File: config.mk
export PLATFORM = sky130hd
export DESIGN_NAME = byte_pattern_replacer_flat
export DESIGN_NICKNAME = d
export VERILOG_FILES = /design/src/rtl/bpr_pkg.sv /design/src/rtl/bpr_if.sv /design/src/rtl/byte_pattern_replacer.sv /design/src/rtl/bpr_cell.sv /design/src/rtl/bpr_step.sv /design/src/rtl/bpr_emit.sv /design/src/flat_wrapper.sv
export VERILOG_INCLUDE_DIRS = /design/src /design/src/rtl
export SDC_FILE = /design/constraint.sdc
export NUM_CORES = 1
export LEC_CHECK = 0
export BUFFER_PORTS_ARGS = -buffer_cell sky130_fd_sc_hd__buf_4
export CAP_MARGIN = 20
export CORE_MARGIN = 2
export CORE_UTILIZATION = 65
export CTS_CLUSTER_SIZE = 24
export DETAILED_ROUTE_END_ITERATION = 8
export PLACE_DENSITY = 0.83
export SYNTH_ARGS = -nofsm -noshare
export SYNTH_HDL_FRONTEND = slang
export SYNTH_SLANG_ARGS = --single-unit
File: constraint.sdc
create_clock -name clk -period 19.7 [get_ports clk]
set_clock_uncertainty 0.2 [all_clocks]
set_input_delay 0.985 -clock clk [delete_from_list [all_inputs] [get_ports clk]]
set_output_delay 0.985 -clock clk [all_outputs]
set_load 0.01 [all_outputs]
File: src/rtl/byte_pattern_replacer_defines.svh
// assertion macros for the byte pattern replacer
// no dependencies; included by the top level
`ifndef BYTE_PATTERN_REPLACER_DEFINES_SVH
`define BYTE_PATTERN_REPLACER_DEFINES_SVH
`ifndef SYNTHESIS
// same-cycle implication
`define BPR_ASSERT_IMP(lbl, clk, rst_n, ante, cons) \
	lbl: assert property (@(posedge clk) disable iff (!rst_n) (ante) |-> (cons)) \
		else $error("bpr assertion failed");
// next-cycle implication
`define BPR_ASSERT_NXT(lbl, clk, rst_n, ante, cons) \
	lbl: assert property (@(posedge clk) disable iff (!rst_n) (ante) |=> (cons)) \
		else $error("bpr assertion failed");
`else
`define BPR_ASSERT_IMP(lbl, clk, rst_n, ante, cons)
`define BPR_ASSERT_NXT(lbl, clk, rst_n, ante, cons)
`endif
`endif

File: src/rtl/bpr_pkg.sv
// shared constants and types of the byte pattern replacer
// no dependencies
package bpr_pkg;
	localparam int OLD_MAX   = 8;
	localparam int NEW_MAX   = 8;
	localparam int OUT_MAX   = 1024 * 2;
	localparam int PAT_BYTES = 8;
	localparam int PAT_W     = 8 * PAT_BYTES;
	localparam int LEN_W     = 4;
	localparam int CELLS     = (OLD_MAX < PAT_BYTES) ? OLD_MAX : PAT_BYTES;
	localparam int NEW_LIM   = (NEW_MAX < PAT_BYTES) ? NEW_MAX : PAT_BYTES;
	localparam int FILL_W    = (CELLS > 1) ? $clog2(CELLS) : 1;
	localparam int SER_W     = $clog2(PAT_BYTES);
	localparam int CNT_W     = $clog2(OUT_MAX + 1);
	localparam int IDX_W     = 8;
	localparam int QDEPTH    = 4;
	localparam int QPTR_W    = $clog2(QDEPTH);
	localparam int QLVL_W    = $clog2(QDEPTH + 1);

	// register indexes
	localparam logic [IDX_W-1:0] REG_OLD_LENGTH = IDX_W'(0);
	localparam logic [IDX_W-1:0] REG_OLD_BYTES  = IDX_W'(1);
	localparam logic [IDX_W-1:0] REG_NEW_LENGTH = IDX_W'(2);
	localparam logic [IDX_W-1:0] REG_NEW_BYTES  = IDX_W'(3);

	// register reset values
	localparam logic [LEN_W-1:0] RST_OLD_LENGTH = LEN_W'(2);
	localparam logic [PAT_W-1:0] RST_OLD_BYTES  = PAT_W'(688);
	localparam logic [LEN_W-1:0] RST_NEW_LENGTH = LEN_W'(1);
	localparam logic [PAT_W-1:0] RST_NEW_BYTES  = PAT_W'(126);

	// one step's worth of output: bytes 0..cnt-1 of src
	typedef struct packed {
		logic [PAT_W-1:0] src;
		logic [LEN_W-1:0] cnt;
		logic             last;
		logic             ovf;
	} rec_t;

	typedef struct packed {
		logic              at_start;
		logic [FILL_W-1:0] fill;
		logic [CELLS-1:0]  cand;
		logic [LEN_W-1:0]  act_old_len;
		logic [CNT_W-1:0]  out_count;
	} step_status_t;
endpackage

File: src/rtl/bpr_if.sv
// channel interfaces of the byte pattern replacer
// depends on bpr_pkg for widths
interface bpr_in_if;
	logic       valid;
	logic       ready;
	logic [7:0] data_in;
	logic       last_in;
	modport source (output valid, data_in, last_in, input ready);
	modport sink (input valid, data_in, last_in, output ready);
endinterface

interface bpr_out_if;
	logic       valid;
	logic       ready;
	logic [7:0] data_out;
	logic       byte_valid;
	logic       last_out;
	logic       overflow;
	modport source (output valid, data_out, byte_valid, last_out, overflow, input ready);
	modport sink (input valid, data_out, byte_valid, last_out, overflow, output ready);
endinterface

interface bpr_cfg_if;
	logic                       valid;
	logic                       ready;
	logic [bpr_pkg::IDX_W-1:0] index;
	logic [bpr_pkg::PAT_W-1:0] data;
	modport source (output valid, index, data, input ready);
	modport sink (input valid, index, data, output ready);
endinterface

File: src/rtl/byte_pattern_replacer.sv
// byte pattern replacer top level: configuration registers, step row, output serializer
// depends on bpr_pkg, bpr_if, bpr_step, bpr_emit and byte_pattern_replacer_defines.svh
//
// usage:
// - in_byte carries one frame byte per transfer, last_in on the final byte of the frame
// - out_byte carries one result per transfer: a byte, or an end marker (byte_valid 0,
//   data_out 0, last_out 1) when the final step leaves nothing to send
// - cfg writes old_length, old_bytes, new_length, new_bytes by index 0..3; cfg is always
//   ready, other indexes are ignored; writes take effect at the next frame's first byte
// - a taken byte's first result passes through the record queue, then the output register;
//   further results follow one per cycle while out_byte.ready is high, so a replacement of
//   n bytes yields n results
// - sustained rate is one byte per cycle while each byte yields at most one result and the
//   receiver is ready; the single output register and four-record queue ahead set the pace
// - bytes that may start a match are held back until resolved (at most seven)
// - a stalled receiver fills the record queue, then in_byte.ready drops; nothing is lost
// - reset restores the register defaults (b0 02 -> 7e) and waits for a frame start
`include "byte_pattern_replacer_defines.svh"
module byte_pattern_replacer (
	input logic        clk,
	input logic        arst_n,
	bpr_in_if.sink     in_byte,
	bpr_cfg_if.sink    cfg,
	bpr_out_if.source  out_byte
);
	import bpr_pkg::*;

	logic [LEN_W-1:0] old_length_q;
	logic [PAT_W-1:0] old_bytes_q;
	logic [LEN_W-1:0] new_length_q;
	logic [PAT_W-1:0] new_bytes_q;

	logic         take;
	logic         push;
	logic         room;
	rec_t         rec;
	step_status_t st;

	// configuration register file, written whenever a transfer lands
	assign cfg.ready = 1'b1;

	always_ff @(posedge clk or negedge arst_n) begin
		if (!arst_n) begin
			old_length_q <= RST_OLD_LENGTH;
			old_bytes_q  <= RST_OLD_BYTES;
			new_length_q <= RST_NEW_LENGTH;
			new_bytes_q  <= RST_NEW_BYTES;
		end else if (cfg.valid) begin
			case (cfg.index)
				REG_OLD_LENGTH: begin
					old_length_q <= cfg.data[LEN_W-1:0];
				end
				REG_OLD_BYTES: begin
					old_bytes_q <= cfg.data;
				end
				REG_NEW_LENGTH: begin
					new_length_q <= cfg.data[LEN_W-1:0];
				end
				REG_NEW_BYTES: begin
					new_bytes_q <= cfg.data;
				end
				default: begin
				end
			endcase
		end
	end

	// input side only waits on queue space
	assign in_byte.ready = room;
	assign take          = in_byte.valid && room;

	// row of match cells plus window and budget bookkeeping
	bpr_step u_step (
		.clk        (clk),
		.arst_n     (arst_n),
		.take       (take),
		.data_in    (in_byte.data_in),
		.last_in    (in_byte.last_in),
		.old_length (old_length_q),
		.old_bytes  (old_bytes_q),
		.new_length (new_length_q),
		.new_bytes  (new_bytes_q),
		.push       (push),
		.rec        (rec),
		.status     (st)
	);

	// records to single results, behind the output register
	bpr_emit u_emit (
		.clk      (clk),
		.arst_n   (arst_n),
		.push     (push),
		.rec      (rec),
		.room     (room),
		.out_byte (out_byte)
	);

	// held bytes are always a pattern prefix, tracked by the cell at the fill length
	`BPR_ASSERT_IMP(a_window_prefix, clk, arst_n, !st.at_start && st.fill != '0, st.cand[st.fill - 1'b1])
	// held bytes never reach a whole pattern
	`BPR_ASSERT_IMP(a_window_short, clk, arst_n, !st.at_start && st.act_old_len != '0, st.fill < st.act_old_len)
	// frame start leaves no trace of the previous frame
	`BPR_ASSERT_IMP(a_start_clean, clk, arst_n, st.at_start, st.fill == '0 && st.out_count == '0 && st.cand == '0)
	// a final byte transfer always rearms the frame start
	`BPR_ASSERT_NXT(a_frame_end, clk, arst_n, take && in_byte.last_in, st.at_start)
	// an end marker closes the frame with a zero byte
	`BPR_ASSERT_IMP(a_marker, clk, arst_n, out_byte.valid && !out_byte.byte_valid, out_byte.last_out && out_byte.data_out == 8'h00)
endmodule

File: src/rtl/bpr_cell.sv
// one match cell: tracks whether the window suffix of its length is a pattern prefix
// no dependencies
module bpr_cell (
	input  logic       clk,
	input  logic       arst_n,
	input  logic       step,
	input  logic       clear,
	input  logic       keep,
	input  logic       left_cand,
	input  logic [7:0] byte_in,
	input  logic [7:0] pat_byte,
	output logic       cand,
	output logic       hit
);
	logic cand_q;

	// suffix one shorter matched, and the new byte extends it
	assign hit = left_cand & (byte_in == pat_byte);
	assign cand = cand_q;

	always_ff @(posedge clk or negedge arst_n) begin
		if (!arst_n) begin
			cand_q <= 1'b0;
		end else if (step) begin
			cand_q <= hit & keep & ~clear;
		end
	end
endmodule

File: src/rtl/bpr_step.sv
// per-byte step: row of match cells, window fill, frame state, output budget
// depends on bpr_pkg and bpr_cell
module bpr_step (
	input  logic                         clk,
	input  logic                         arst_n,
	input  logic                         take,
	input  logic [7:0]                   data_in,
	input  logic                         last_in,
	input  logic [bpr_pkg::LEN_W-1:0]    old_length,
	input  logic [bpr_pkg::PAT_W-1:0]    old_bytes,
	input  logic [bpr_pkg::LEN_W-1:0]    new_length,
	input  logic [bpr_pkg::PAT_W-1:0]    new_bytes,
	output logic                         push,
	output bpr_pkg::rec_t                rec,
	output bpr_pkg::step_status_t        status
);
	import bpr_pkg::*;

	logic              start_q;
	logic [FILL_W-1:0] fill_q;
	logic [CNT_W-1:0]  count_q;
	logic              ovf_q;
	logic [LEN_W-1:0]  act_old_len_q;
	logic [PAT_W-1:0]  act_old_pat_q;
	logic [LEN_W-1:0]  act_new_len_q;
	logic [PAT_W-1:0]  act_new_pat_q;

	logic [CELLS-1:0]  cand;
	logic [CELLS-1:0]  hit;
	logic [CELLS-1:0]  keep;
	logic              clear;
	logic              full;
	logic [FILL_W-1:0] f_new;
	logic [FILL_W-1:0] fill_d;
	logic [LEN_W-1:0]  fill_inc;
	logic [LEN_W-1:0]  cnt_raw;
	logic [LEN_W-1:0]  emitted;
	logic [PAT_W-1:0]  src;
	logic [PAT_W-1:0]  prefix_src;
	logic [CNT_W-1:0]  remaining;
	logic              drop;
	logic              ovf_now;
	logic [LEN_W-1:0]  old_clamp;
	logic [LEN_W-1:0]  new_clamp;

	assign old_clamp = (old_length > LEN_W'(CELLS)) ? LEN_W'(CELLS) : old_length;
	assign new_clamp = (new_length > LEN_W'(NEW_LIM)) ? LEN_W'(NEW_LIM) : new_length;

	for (genvar k = 0; k < CELLS; k++) begin : g_cell
		logic left;
		if (k == 0) begin : g_first
			assign left = 1'b1;
		end else begin : g_rest
			assign left = cand[k-1];
		end
		assign keep[k] = (LEN_W'(k + 1) < act_old_len_q);
		bpr_cell u_cell (
			.clk       (clk),
			.arst_n    (arst_n),
			.step      (take),
			.clear     (clear),
			.keep      (keep[k]),
			.left_cand (left),
			.byte_in   (data_in),
			.pat_byte  (act_old_pat_q[8*k +: 8]),
			.cand      (cand[k]),
			.hit       (hit[k])
		);
	end

	always_comb begin
		f_new = '0;
		for (int k = 0; k < CELLS; k++) begin
			if (hit[k] && keep[k]) begin
				f_new = FILL_W'(k + 1);
			end
		end
		for (int i = 0; i < PAT_BYTES; i++) begin
			prefix_src[8*i +: 8] = (LEN_W'(i) < LEN_W'(fill_q)) ?
				act_old_pat_q[8*i +: 8] : data_in;
		end
	end

	assign fill_inc = LEN_W'(fill_q) + LEN_W'(1);
	// whole pattern seen; a one-byte pattern on the final byte stays
	assign full = (act_old_len_q != '0) &&
		hit[FILL_W'(act_old_len_q - LEN_W'(1))] &&
		!(last_in && (act_old_len_q == LEN_W'(1)));

	always_comb begin
		if (start_q || (act_old_len_q == '0)) begin
			src     = {{(PAT_W-8){1'b0}}, data_in};
			cnt_raw = LEN_W'(1);
			clear   = 1'b1;
			fill_d  = '0;
		end else if (full) begin
			src     = act_new_pat_q;
			cnt_raw = act_new_len_q;
			clear   = 1'b1;
			fill_d  = '0;
		end else begin
			src     = prefix_src;
			cnt_raw = last_in ? fill_inc : fill_inc - LEN_W'(f_new);
			clear   = last_in;
			fill_d  = f_new;
		end
	end

	// output budget of the frame
	assign remaining = CNT_W'(OUT_MAX) - count_q;
	assign drop      = CNT_W'(cnt_raw) > remaining;
	assign emitted   = drop ? LEN_W'(remaining) : cnt_raw;
	assign ovf_now   = ovf_q | drop;

	assign push     = take && ((emitted != '0) || last_in);
	assign rec.src  = src;
	assign rec.cnt  = emitted;
	assign rec.last = last_in;
	assign rec.ovf  = ovf_now;

	assign status.at_start    = start_q;
	assign status.fill        = fill_q;
	assign status.cand        = cand;
	assign status.act_old_len = act_old_len_q;
	assign status.out_count   = count_q;

	always_ff @(posedge clk or negedge arst_n) begin
		if (!arst_n) begin
			start_q <= 1'b1;
			fill_q  <= '0;
			count_q <= '0;
			ovf_q   <= 1'b0;
		end else if (take) begin
			start_q <= last_in;
			if (last_in) begin
				fill_q  <= '0;
				count_q <= '0;
				ovf_q   <= 1'b0;
			end else begin
				fill_q  <= fill_d;
				count_q <= count_q + CNT_W'(emitted);
				ovf_q   <= ovf_now;
			end
		end
	end

	// pattern copy taken at the first byte of each frame
	always_ff @(posedge clk) begin
		if (take && start_q) begin
			act_old_len_q <= old_clamp;
			act_old_pat_q <= old_bytes;
			act_new_len_q <= new_clamp;
			act_new_pat_q <= new_bytes;
		end
	end
endmodule

File: src/rtl/bpr_emit.sv
// step record queue and serializer feeding the output register
// depends on bpr_pkg and bpr_if
module bpr_emit (
	input  logic             clk,
	input  logic             arst_n,
	input  logic             push,
	input  bpr_pkg::rec_t    rec,
	output logic             room,
	bpr_out_if.source        out_byte
);
	import bpr_pkg::*;

	rec_t              queue_q [QDEPTH];
	logic [QPTR_W-1:0] wr_q;
	logic [QPTR_W-1:0] rd_q;
	logic [QLVL_W-1:0] level_q;
	logic [SER_W-1:0]  idx_q;
	logic              ovalid_q;
	logic [7:0]        data_q;
	logic              bvalid_q;
	logic              last_q;
	logic              ovf_q;

	rec_t head;
	logic nonempty;
	logic advance;
	logic load;
	logic at_end;
	logic pop;

	assign head     = queue_q[rd_q];
	assign nonempty = (level_q != '0);
	assign room     = (level_q != QLVL_W'(QDEPTH));
	assign advance  = !ovalid_q || out_byte.ready;
	assign load     = advance && nonempty;
	assign at_end   = (head.cnt == '0) || (idx_q == SER_W'(head.cnt - LEN_W'(1)));
	assign pop      = load && at_end;

	always_ff @(posedge clk) begin
		if (push) begin
			queue_q[wr_q] <= rec;
		end
		if (load) begin
			data_q   <= (head.cnt == '0) ? 8'h00 : head.src[8*idx_q +: 8];
			bvalid_q <= (head.cnt != '0);
			last_q   <= head.last && at_end;
			ovf_q    <= head.ovf;
		end
	end

	always_ff @(posedge clk or negedge arst_n) begin
		if (!arst_n) begin
			wr_q     <= '0;
			rd_q     <= '0;
			level_q  <= '0;
			idx_q    <= '0;
			ovalid_q <= 1'b0;
		end else begin
			if (push) begin
				wr_q <= wr_q + QPTR_W'(1);
			end
			if (pop) begin
				rd_q <= rd_q + QPTR_W'(1);
			end
			level_q <= level_q + QLVL_W'(push) - QLVL_W'(pop);
			if (load) begin
				idx_q <= at_end ? '0 : idx_q + SER_W'(1);
			end
			if (advance) begin
				ovalid_q <= nonempty;
			end
		end
	end

	assign out_byte.valid      = ovalid_q;
	assign out_byte.data_out   = data_q;
	assign out_byte.byte_valid = bvalid_q;
	assign out_byte.last_out   = last_q;
	assign out_byte.overflow   = ovf_q;
endmodule
File: src/flat_wrapper.sv
// flat-port wrapper written by rule: the top's interface ports become plain ports
module byte_pattern_replacer_flat import bpr_pkg::*;
  (clk, arst_n, in_byte_valid, in_byte_data_in, in_byte_last_in, in_byte_ready, cfg_valid, cfg_index, cfg_data, cfg_ready, out_byte_valid, out_byte_data_out, out_byte_byte_valid, out_byte_last_out, out_byte_overflow, out_byte_ready);
  bpr_in_if in_byte_i ();
  bpr_cfg_if cfg_i ();
  bpr_out_if out_byte_i ();
  input logic clk;
  input logic arst_n;
  input wire logic [$bits(in_byte_i.valid)-1:0] in_byte_valid;
  input wire logic [$bits(in_byte_i.data_in)-1:0] in_byte_data_in;
  input wire logic [$bits(in_byte_i.last_in)-1:0] in_byte_last_in;
  output wire logic [$bits(in_byte_i.ready)-1:0] in_byte_ready;
  input wire logic [$bits(cfg_i.valid)-1:0] cfg_valid;
  input wire logic [$bits(cfg_i.index)-1:0] cfg_index;
  input wire logic [$bits(cfg_i.data)-1:0] cfg_data;
  output wire logic [$bits(cfg_i.ready)-1:0] cfg_ready;
  output wire logic [$bits(out_byte_i.valid)-1:0] out_byte_valid;
  output wire logic [$bits(out_byte_i.data_out)-1:0] out_byte_data_out;
  output wire logic [$bits(out_byte_i.byte_valid)-1:0] out_byte_byte_valid;
  output wire logic [$bits(out_byte_i.last_out)-1:0] out_byte_last_out;
  output wire logic [$bits(out_byte_i.overflow)-1:0] out_byte_overflow;
  input wire logic [$bits(out_byte_i.ready)-1:0] out_byte_ready;
  assign in_byte_i.valid = in_byte_valid;
  assign in_byte_i.data_in = in_byte_data_in;
  assign in_byte_i.last_in = in_byte_last_in;
  assign in_byte_ready = in_byte_i.ready;
  assign cfg_i.valid = cfg_valid;
  assign cfg_i.index = cfg_index;
  assign cfg_i.data = cfg_data;
  assign cfg_ready = cfg_i.ready;
  assign out_byte_valid = out_byte_i.valid;
  assign out_byte_data_out = out_byte_i.data_out;
  assign out_byte_byte_valid = out_byte_i.byte_valid;
  assign out_byte_last_out = out_byte_i.last_out;
  assign out_byte_overflow = out_byte_i.overflow;
  assign out_byte_i.ready = out_byte_ready;
  byte_pattern_replacer u_core (.clk(clk), .arst_n(arst_n), .in_byte(in_byte_i), .cfg(cfg_i), .out_byte(out_byte_i));
endmodule
# Yosys cells after proc, flatten, opt, wreduce, memory -nomap -nowiden
# Memories as Yosys holds them, arrays and structs flattened.
# Index checks and enable logic that the tools add are counted.
# totals
regBits	318
ramBits	280
out_inout_bits	14
wordCells	164
n_memories	1
# memory_table
name	words	word_bits	read_ports	rd_clocked_by_memory_dff	write_ports	line	text
u_core.u_emit.queue_q	4	70	1	0	1	bpr_emit.sv:13	rec_t queue_q [QDEPTH];
# classes
addsub	11
n_lt_le_gt_ge	19
n_eq_ne	14
shifts	1
mux	33
n_bitwise	23
reduce_logical	34
# op_table
operator	count
$mux 64	2
$eq 8x8->1	8
$shiftx 64x7->8	1
$mux 8	7
$mux 3	10
$and 1x1->1	21
$logic_and 1x1->1	17
$eq 8x2->1 const B	2
$lt 3x4->1 const A	4
$mux 4	4
$add 12x4->12	1
$gt 4x12->1	1
$mux 12	1
$reduce_bool 4->1	3
$sub 12x12->12 const A	1
$lt 3x3->1 const A	3
$eq 8x1->1 const B	1
$gt 4x4->1 const B	2
$logic_not 4->1	2
$logic_not 8->1	1
$lt 2x4->1 const A	2
$reduce_and 2->1	4
$mux 1	7
$lt 1x3->1 const A	2
21 further kinds	28

# Logic depth before layout (Yosys ltp)
# depth
ltp_word	21
ltp_mapped	34

# Hierarchy
# From an unflattened synthesis, not the netlist that was laid out.
# unflattened
hier_cells	1561
area_unflattened_um2	25927.4
# by_module_without_submodules
mod	instances	cells_each	area_per_inst_um2
bpr_emit	1	506	11737.5
bpr_step	1	625	7553.5
byte_pattern_replacer	1	294	5375.2
bpr_cell	8	17	157.7

# Worst setup path before layout
# Ideal clock, no wire load.
# synth_path
path_type	input-to-reg
startpoint	input in_byte_data_in[0]
endpoint	memory u_core.u_emit.queue_q[0][0] (netlist bit) (enable)
t_arrival_ns	6.834
path_slack_ns	12.230
path_stages	20
cell_sequence	buf_6 -> xor2_1 -> nor4_1 -> nand4_1 -> or2_2 -> a21boi_0 -> a21boi_0 -> o22ai_1 -> ha_1 -> a21o_1 -> a211o_1 -> xnor2_1 -> a211oi_1 -> ha_1 -> o21a_1 -> o211ai_2 -> nand2_1 -> or2_2 -> a41oi_4 -> and2_1
# synth_between
elab_chain_cells	21
word_cells_on_any_way	46
cone_classes	add/sub: 1; order compare: 1; eq/ne: 8; mux: 16; bitwise: 7; reduce/logical: 13
# synth_lines
element	line	text
start, declared	flat_wrapper.sv:10	input wire logic [$bits(in_byte_i.data_in)-1:0] in_byte_data_in;
$eq 8x8->1	bpr_cell.sv:18	assign hit = left_cand & (byte_in == pat_byte);
$logic_and 1x1->1 or $and 1x1->1 (tied branches)	bpr_step.sv:74, bpr_cell.sv:18	
$mux 1 or $logic_and 1x1->1 (tied branches)	bpr_step.sv:74	if (hit[k] && keep[k]) begin
$mux 2	bpr_step.sv:74	
$mux 3 (6 in a row)	bpr_step.sv:74	
$sub 4x3->4	bpr_step.sv:103	cnt_raw = last_in ? fill_inc : fill_inc - LEN_W'(f_new);
$mux 4	bpr_step.sv:103	
$mux 4 *	bpr_step.sv:96	end else if (full) begin
$mux 4 *	bpr_step.sv:91	if (start_q || (act_old_len_q == '0)) begin
$gt 4x12->1	bpr_step.sv:111	assign drop = CNT_W'(cnt_raw) > remaining;
$mux 4 *	bpr_step.sv:112	assign emitted = drop ? LEN_W'(remaining) : cnt_raw;
$reduce_bool 4->1 *	bpr_step.sv:115	assign push = take && ((emitted != '0) || last_in);
$logic_or 1x1->1 *	bpr_step.sv:115	
$logic_and 1x1->1 *	bpr_step.sv:115	
net u_core.push	byte_pattern_replacer.sv:34	logic push;
$mux 1 *	bpr_emit.sv:40	if (push) begin
$mux 1 (implied by the code) *	bpr_emit.sv:41	queue_q[wr_q] <= rec;
end, declared	bpr_emit.sv:13	
# The timed path passes the listed nets; every way through them passes the cells marked *. The select of a mux whose other input is x is not followed.

==> out/qor.yml <==
critPathBufInv: 2
dp_slack_ps: 11970
postLayoutCellArea_mm2: 0.0280
clock-sinks: 598
antenna_found_initial: 1
ff2ff_path_depth: 29
r2r-start: "u_core.u_step.act_old_pat_q[30]$_DFFE_PP_"
core_area_mm2: 0.0378
netlist_instances: 1494
status: "finished clean"
crit_path_end: "u_core.u_step.count_q[11]$_DFFE_PN0P_"
worst_setup_path_end_kind: "register"
n_antenna_cell: 0
setup_tns_ps: 0
dpl-instance-area_mm2: 0.0261
cpLargestDelayFamily: "compound AO/OA/AOI/OAI gates"
ir_drop_uv: 96.8
cts_setup_buffers: 0
final_net_count: 1699
worstPathArrival_ps: 7620
post-route-drc-count: 0
std_cell_rows: 71
num_vias: 13800
clk_pin_slew_ps: 60
synth_nets: 1608
clock_latency_ps: 610
hpwl_um: 34500
startpoint: "in_byte_data_in[6]"
fin_ws_ps: 12340
ant_nets: 0
fin_crit_sh: 0.374
cts_buffers: 56
drt_iter0_drc: 1439
h-tree-depth: 2
viasPerCell: 6.42
syn_area_mm2: 0.0251
area_growth_pct: 11.9
reg2reg_to: "u_core.u_step.count_q[11]$_DFFE_PN0P_"
fmax_mhz: 136
cts-root-buf: "clkbuf_16"
drt-total-wl_um: 56200
crit_path_max_incr_delay_ps: 420
cts_buffer_depth: 3
crit_type: "in -> reg"
synth-seq-cells: 598
ys.flop_type: "edfxtp_1"
die_y_um: 200
num-fill-cells: 2251
synth_async_sr_flop_share: 0.286
yosys.cell_types.count: 63
ys_seq_area_frac: 0.683
cpMaxStageDelayCell: "a21oi_1"
wire_per_inst_um: 26.2
p_total_uw: 3850
syn_avg_cell_area_um2: 16.8
max_cap_viol_count: 0
drv_slew: 0
rrSetupSlack_ps: 12540
portBuffers: 98
worstSetupStartpointType: "input port"
pwr_density_cell_mw_per_mm2: 137
die_w_um: 200
gr-total-overflow: 0
first_pass_iters: 5
relSlewSlack: 0.220
crit_fanout: 16
required_ps: 19960
grt_pass1_wl_um: 85200
final_util: 0.741
postCtsHoldBufs: 0
grt_max_degree: 98
timing_hold_violations_final: 0
grt_usage: 0.284
yosys_warnings: 0
pin_count: 100
start_util: 0.662
grt_pass1_vias: 14100
finalSetupViolations: 0
cts.repair.resized: 0
min-delay-start: "u_core.new_bytes_q[47]$_DFFE_PN0P_"
finalCriticalPeriod_ps: 7360
crit_cells: 30
synth_edf_count: 427
die-area_mm2: 0.0401
drive_gt1_frac: 0.291
hp-class: "reg -> reg"
rsz0062_at_grt: "no"
tritoncts: "done"
p_leak_uw: 0.0109
tightest_slew_ps: 1160
routabilityCongestion: 0.949
==> layer usage <==
layer	up-vias	wire (µm)	global-route usage
met5	-	0	0
met4	0	1960	0.110
met3	113	4710	0.0514
met2	661	27300	0.453
met1	7114	22200	0.397
li1	5880	-	-
==> per-stage QoR <==
step | hold slack, ps | std cells
4_1_cts | 237 | 2138
3_5_place_dp | 225 | 2033
5_1_grt | 236 | 2143
6_report | 233 | 2143
3_3_place_gp | 224 | 2033
2_1_floorplan | 219 | 1494
==> state kept, by name, summed over array words and instances (netlist names), 7 cells and up <==
name,count
u_core.u_emit.queue_q,280
u_core.new_bytes_q,64
u_core.old_bytes_q,64
u_core.u_step.act_new_pat_q,64
u_core.u_step.act_old_pat_q,64
u_core.u_step.count_q,12
u_core.u_emit.out_byte.data_out,8
u_core.u_step.g_cell.u_cell.cand,7
==> logic make-up (layout without fill, tap and decap cells) <==
logic type	after synthesis	count (layout)	synth area share
buffers and inverters	113	251	0.0222
and+or+nand+nor	249	249	0.0490
AOI/OAI and AO/OA	141	141	0.0395
adders and majority gates	28	28	0.0149
xor gates and xnor gates	89	89	0.0311
other	1	1	0.000150
muxes	275	275	0.160
DFF	598	598	0.683
==> placed cells by master (no fill, tap or decap), drive strengths merged, types with 2 or more instances in the layout <==
cell and n:
a211oi 34, a21boi 2, a21o 8, a21oi 21
a22o 3, a311oi 17, and2 7, and3 4
buf 118, bufinv 5, clkbuf 77, clkinv 24
dfrtp 158, dfstp 13, edfxtp 427, fa 3
ha 25, inv 26, mux2 138, mux2i 51
mux4 86, nand2 47, nand2b 5, nand3 25
nand3b 4, nand4 8, nor2 103, nor2b 9
nor3 13, nor3b 5, nor4 11, o211ai 3
o21a 2, o21ai 29, o22ai 10, o31ai 4
or2 3, xnor2 41, xor2 48
==> cell type report <==
cell class / instances / area [µm²] / share of cell area
flip-flops and latches: 598 / 17100 / 0.611
multi-input cells: 783 / 7400 / 0.264
clock buffers: 74 / 1550 / 0.0553
repair buffers: 121 / 910 / 0.0325
well taps: 511 / 639 / 0.0228
clock inverters: 31 / 310 / 0.0111
inverters: 25 / 93.8 / 0.00335
==> power breakdown <==
part / internal (µW) / total, µW / switching [µW] / leakage, µW
Sequential: 1680 / 1800 / 120 / 0.00629
Clock: 620 / 1080 / 462 / 0.000930
Combinational: 398 / 970 / 572 / 0.00372
Total: 2700 / 3850 / 1150 / 0.0109
==> Yosys cell counts (3+ instances only) <==
| master | instances | area share |
|---|---|---|
| edfxtp_1 | 427 | 0.51 |
| dfrtp_1 | 158 | 0.16 |
| mux2_2 | 137 | 0.062 |
| nor2_1 | 103 | 0.015 |
| mux4_2 | 86 | 0.077 |
| clkbuf_1 | 59 | 0.0088 |
| mux2i_1 | 51 | 0.020 |
| xor2_1 | 48 | 0.017 |
| nand2_1 | 47 | 0.0070 |
| xnor2_1 | 41 | 0.014 |
| a211oi_1 | 34 | 0.010 |
| o21ai_0 | 29 | 0.0058 |
| ha_1 | 25 | 0.012 |
| inv_1 | 25 | 0.0037 |
| nand3_1 | 25 | 0.0050 |
| a21oi_1 | 21 | 0.0042 |
| a311oi_1 | 17 | 0.0059 |
| buf_6 | 16 | 0.0072 |
| dfstp_2 | 13 | 0.014 |
| nor3_1 | 12 | 0.0024 |
| o22ai_1 | 10 | 0.0025 |
| nor2b_1 | 9 | 0.0022 |
| a21o_1 | 8 | 0.0024 |
| nor4_1 | 8 | 0.0020 |
| and2_1 | 7 | 0.0017 |
| nand4_1 | 7 | 0.0017 |
| buf_2 | 6 | 0.0012 |
| buf_1 | 5 | 0.00075 |
| nand2b_1 | 5 | 0.0012 |
| and3_1 | 4 | 0.0010 |
| nand3b_1 | 4 | 0.0012 |
| o31ai_1 | 4 | 0.0012 |
| a22o_1 | 3 | 0.0010 |
| fa_1 | 3 | 0.0024 |
| nor3b_1 | 3 | 0.00090 |
| or2_2 | 3 | 0.00075 |
==> worst min-delay path by stage <==
stage                                                            to  slack, ps  depth (start not counted)
after floorplan            u_core.u_step.act_new_pat_q[0]$_DFFE_PP_        220                          0
after global routing      u_core.u_step.act_old_pat_q[14]$_DFFE_PP_        240                          0
after detailed placement  u_core.u_step.act_new_pat_q[25]$_DFFE_PP_        230                          0
final                     u_core.u_step.act_new_pat_q[47]$_DFFE_PP_        230                          0
after global placement    u_core.u_step.act_old_pat_q[28]$_DFFE_PP_        220                          0
after CTS                 u_core.u_step.act_old_pat_q[14]$_DFFE_PP_        240                          0
==> worst reg2reg max path, delay by kind of cell (launching register included) <==
family | cells | cell delay (ps)
compound gates | 12 | 2390
flops | 1 | 430
xor+xnor | 3 | 630
buf+inv | 1 | 190
fa+ha+maj | 3 | 1000
simple gates | 10 | 2190
Note: power is estimated with default switching activity, not from simulation.
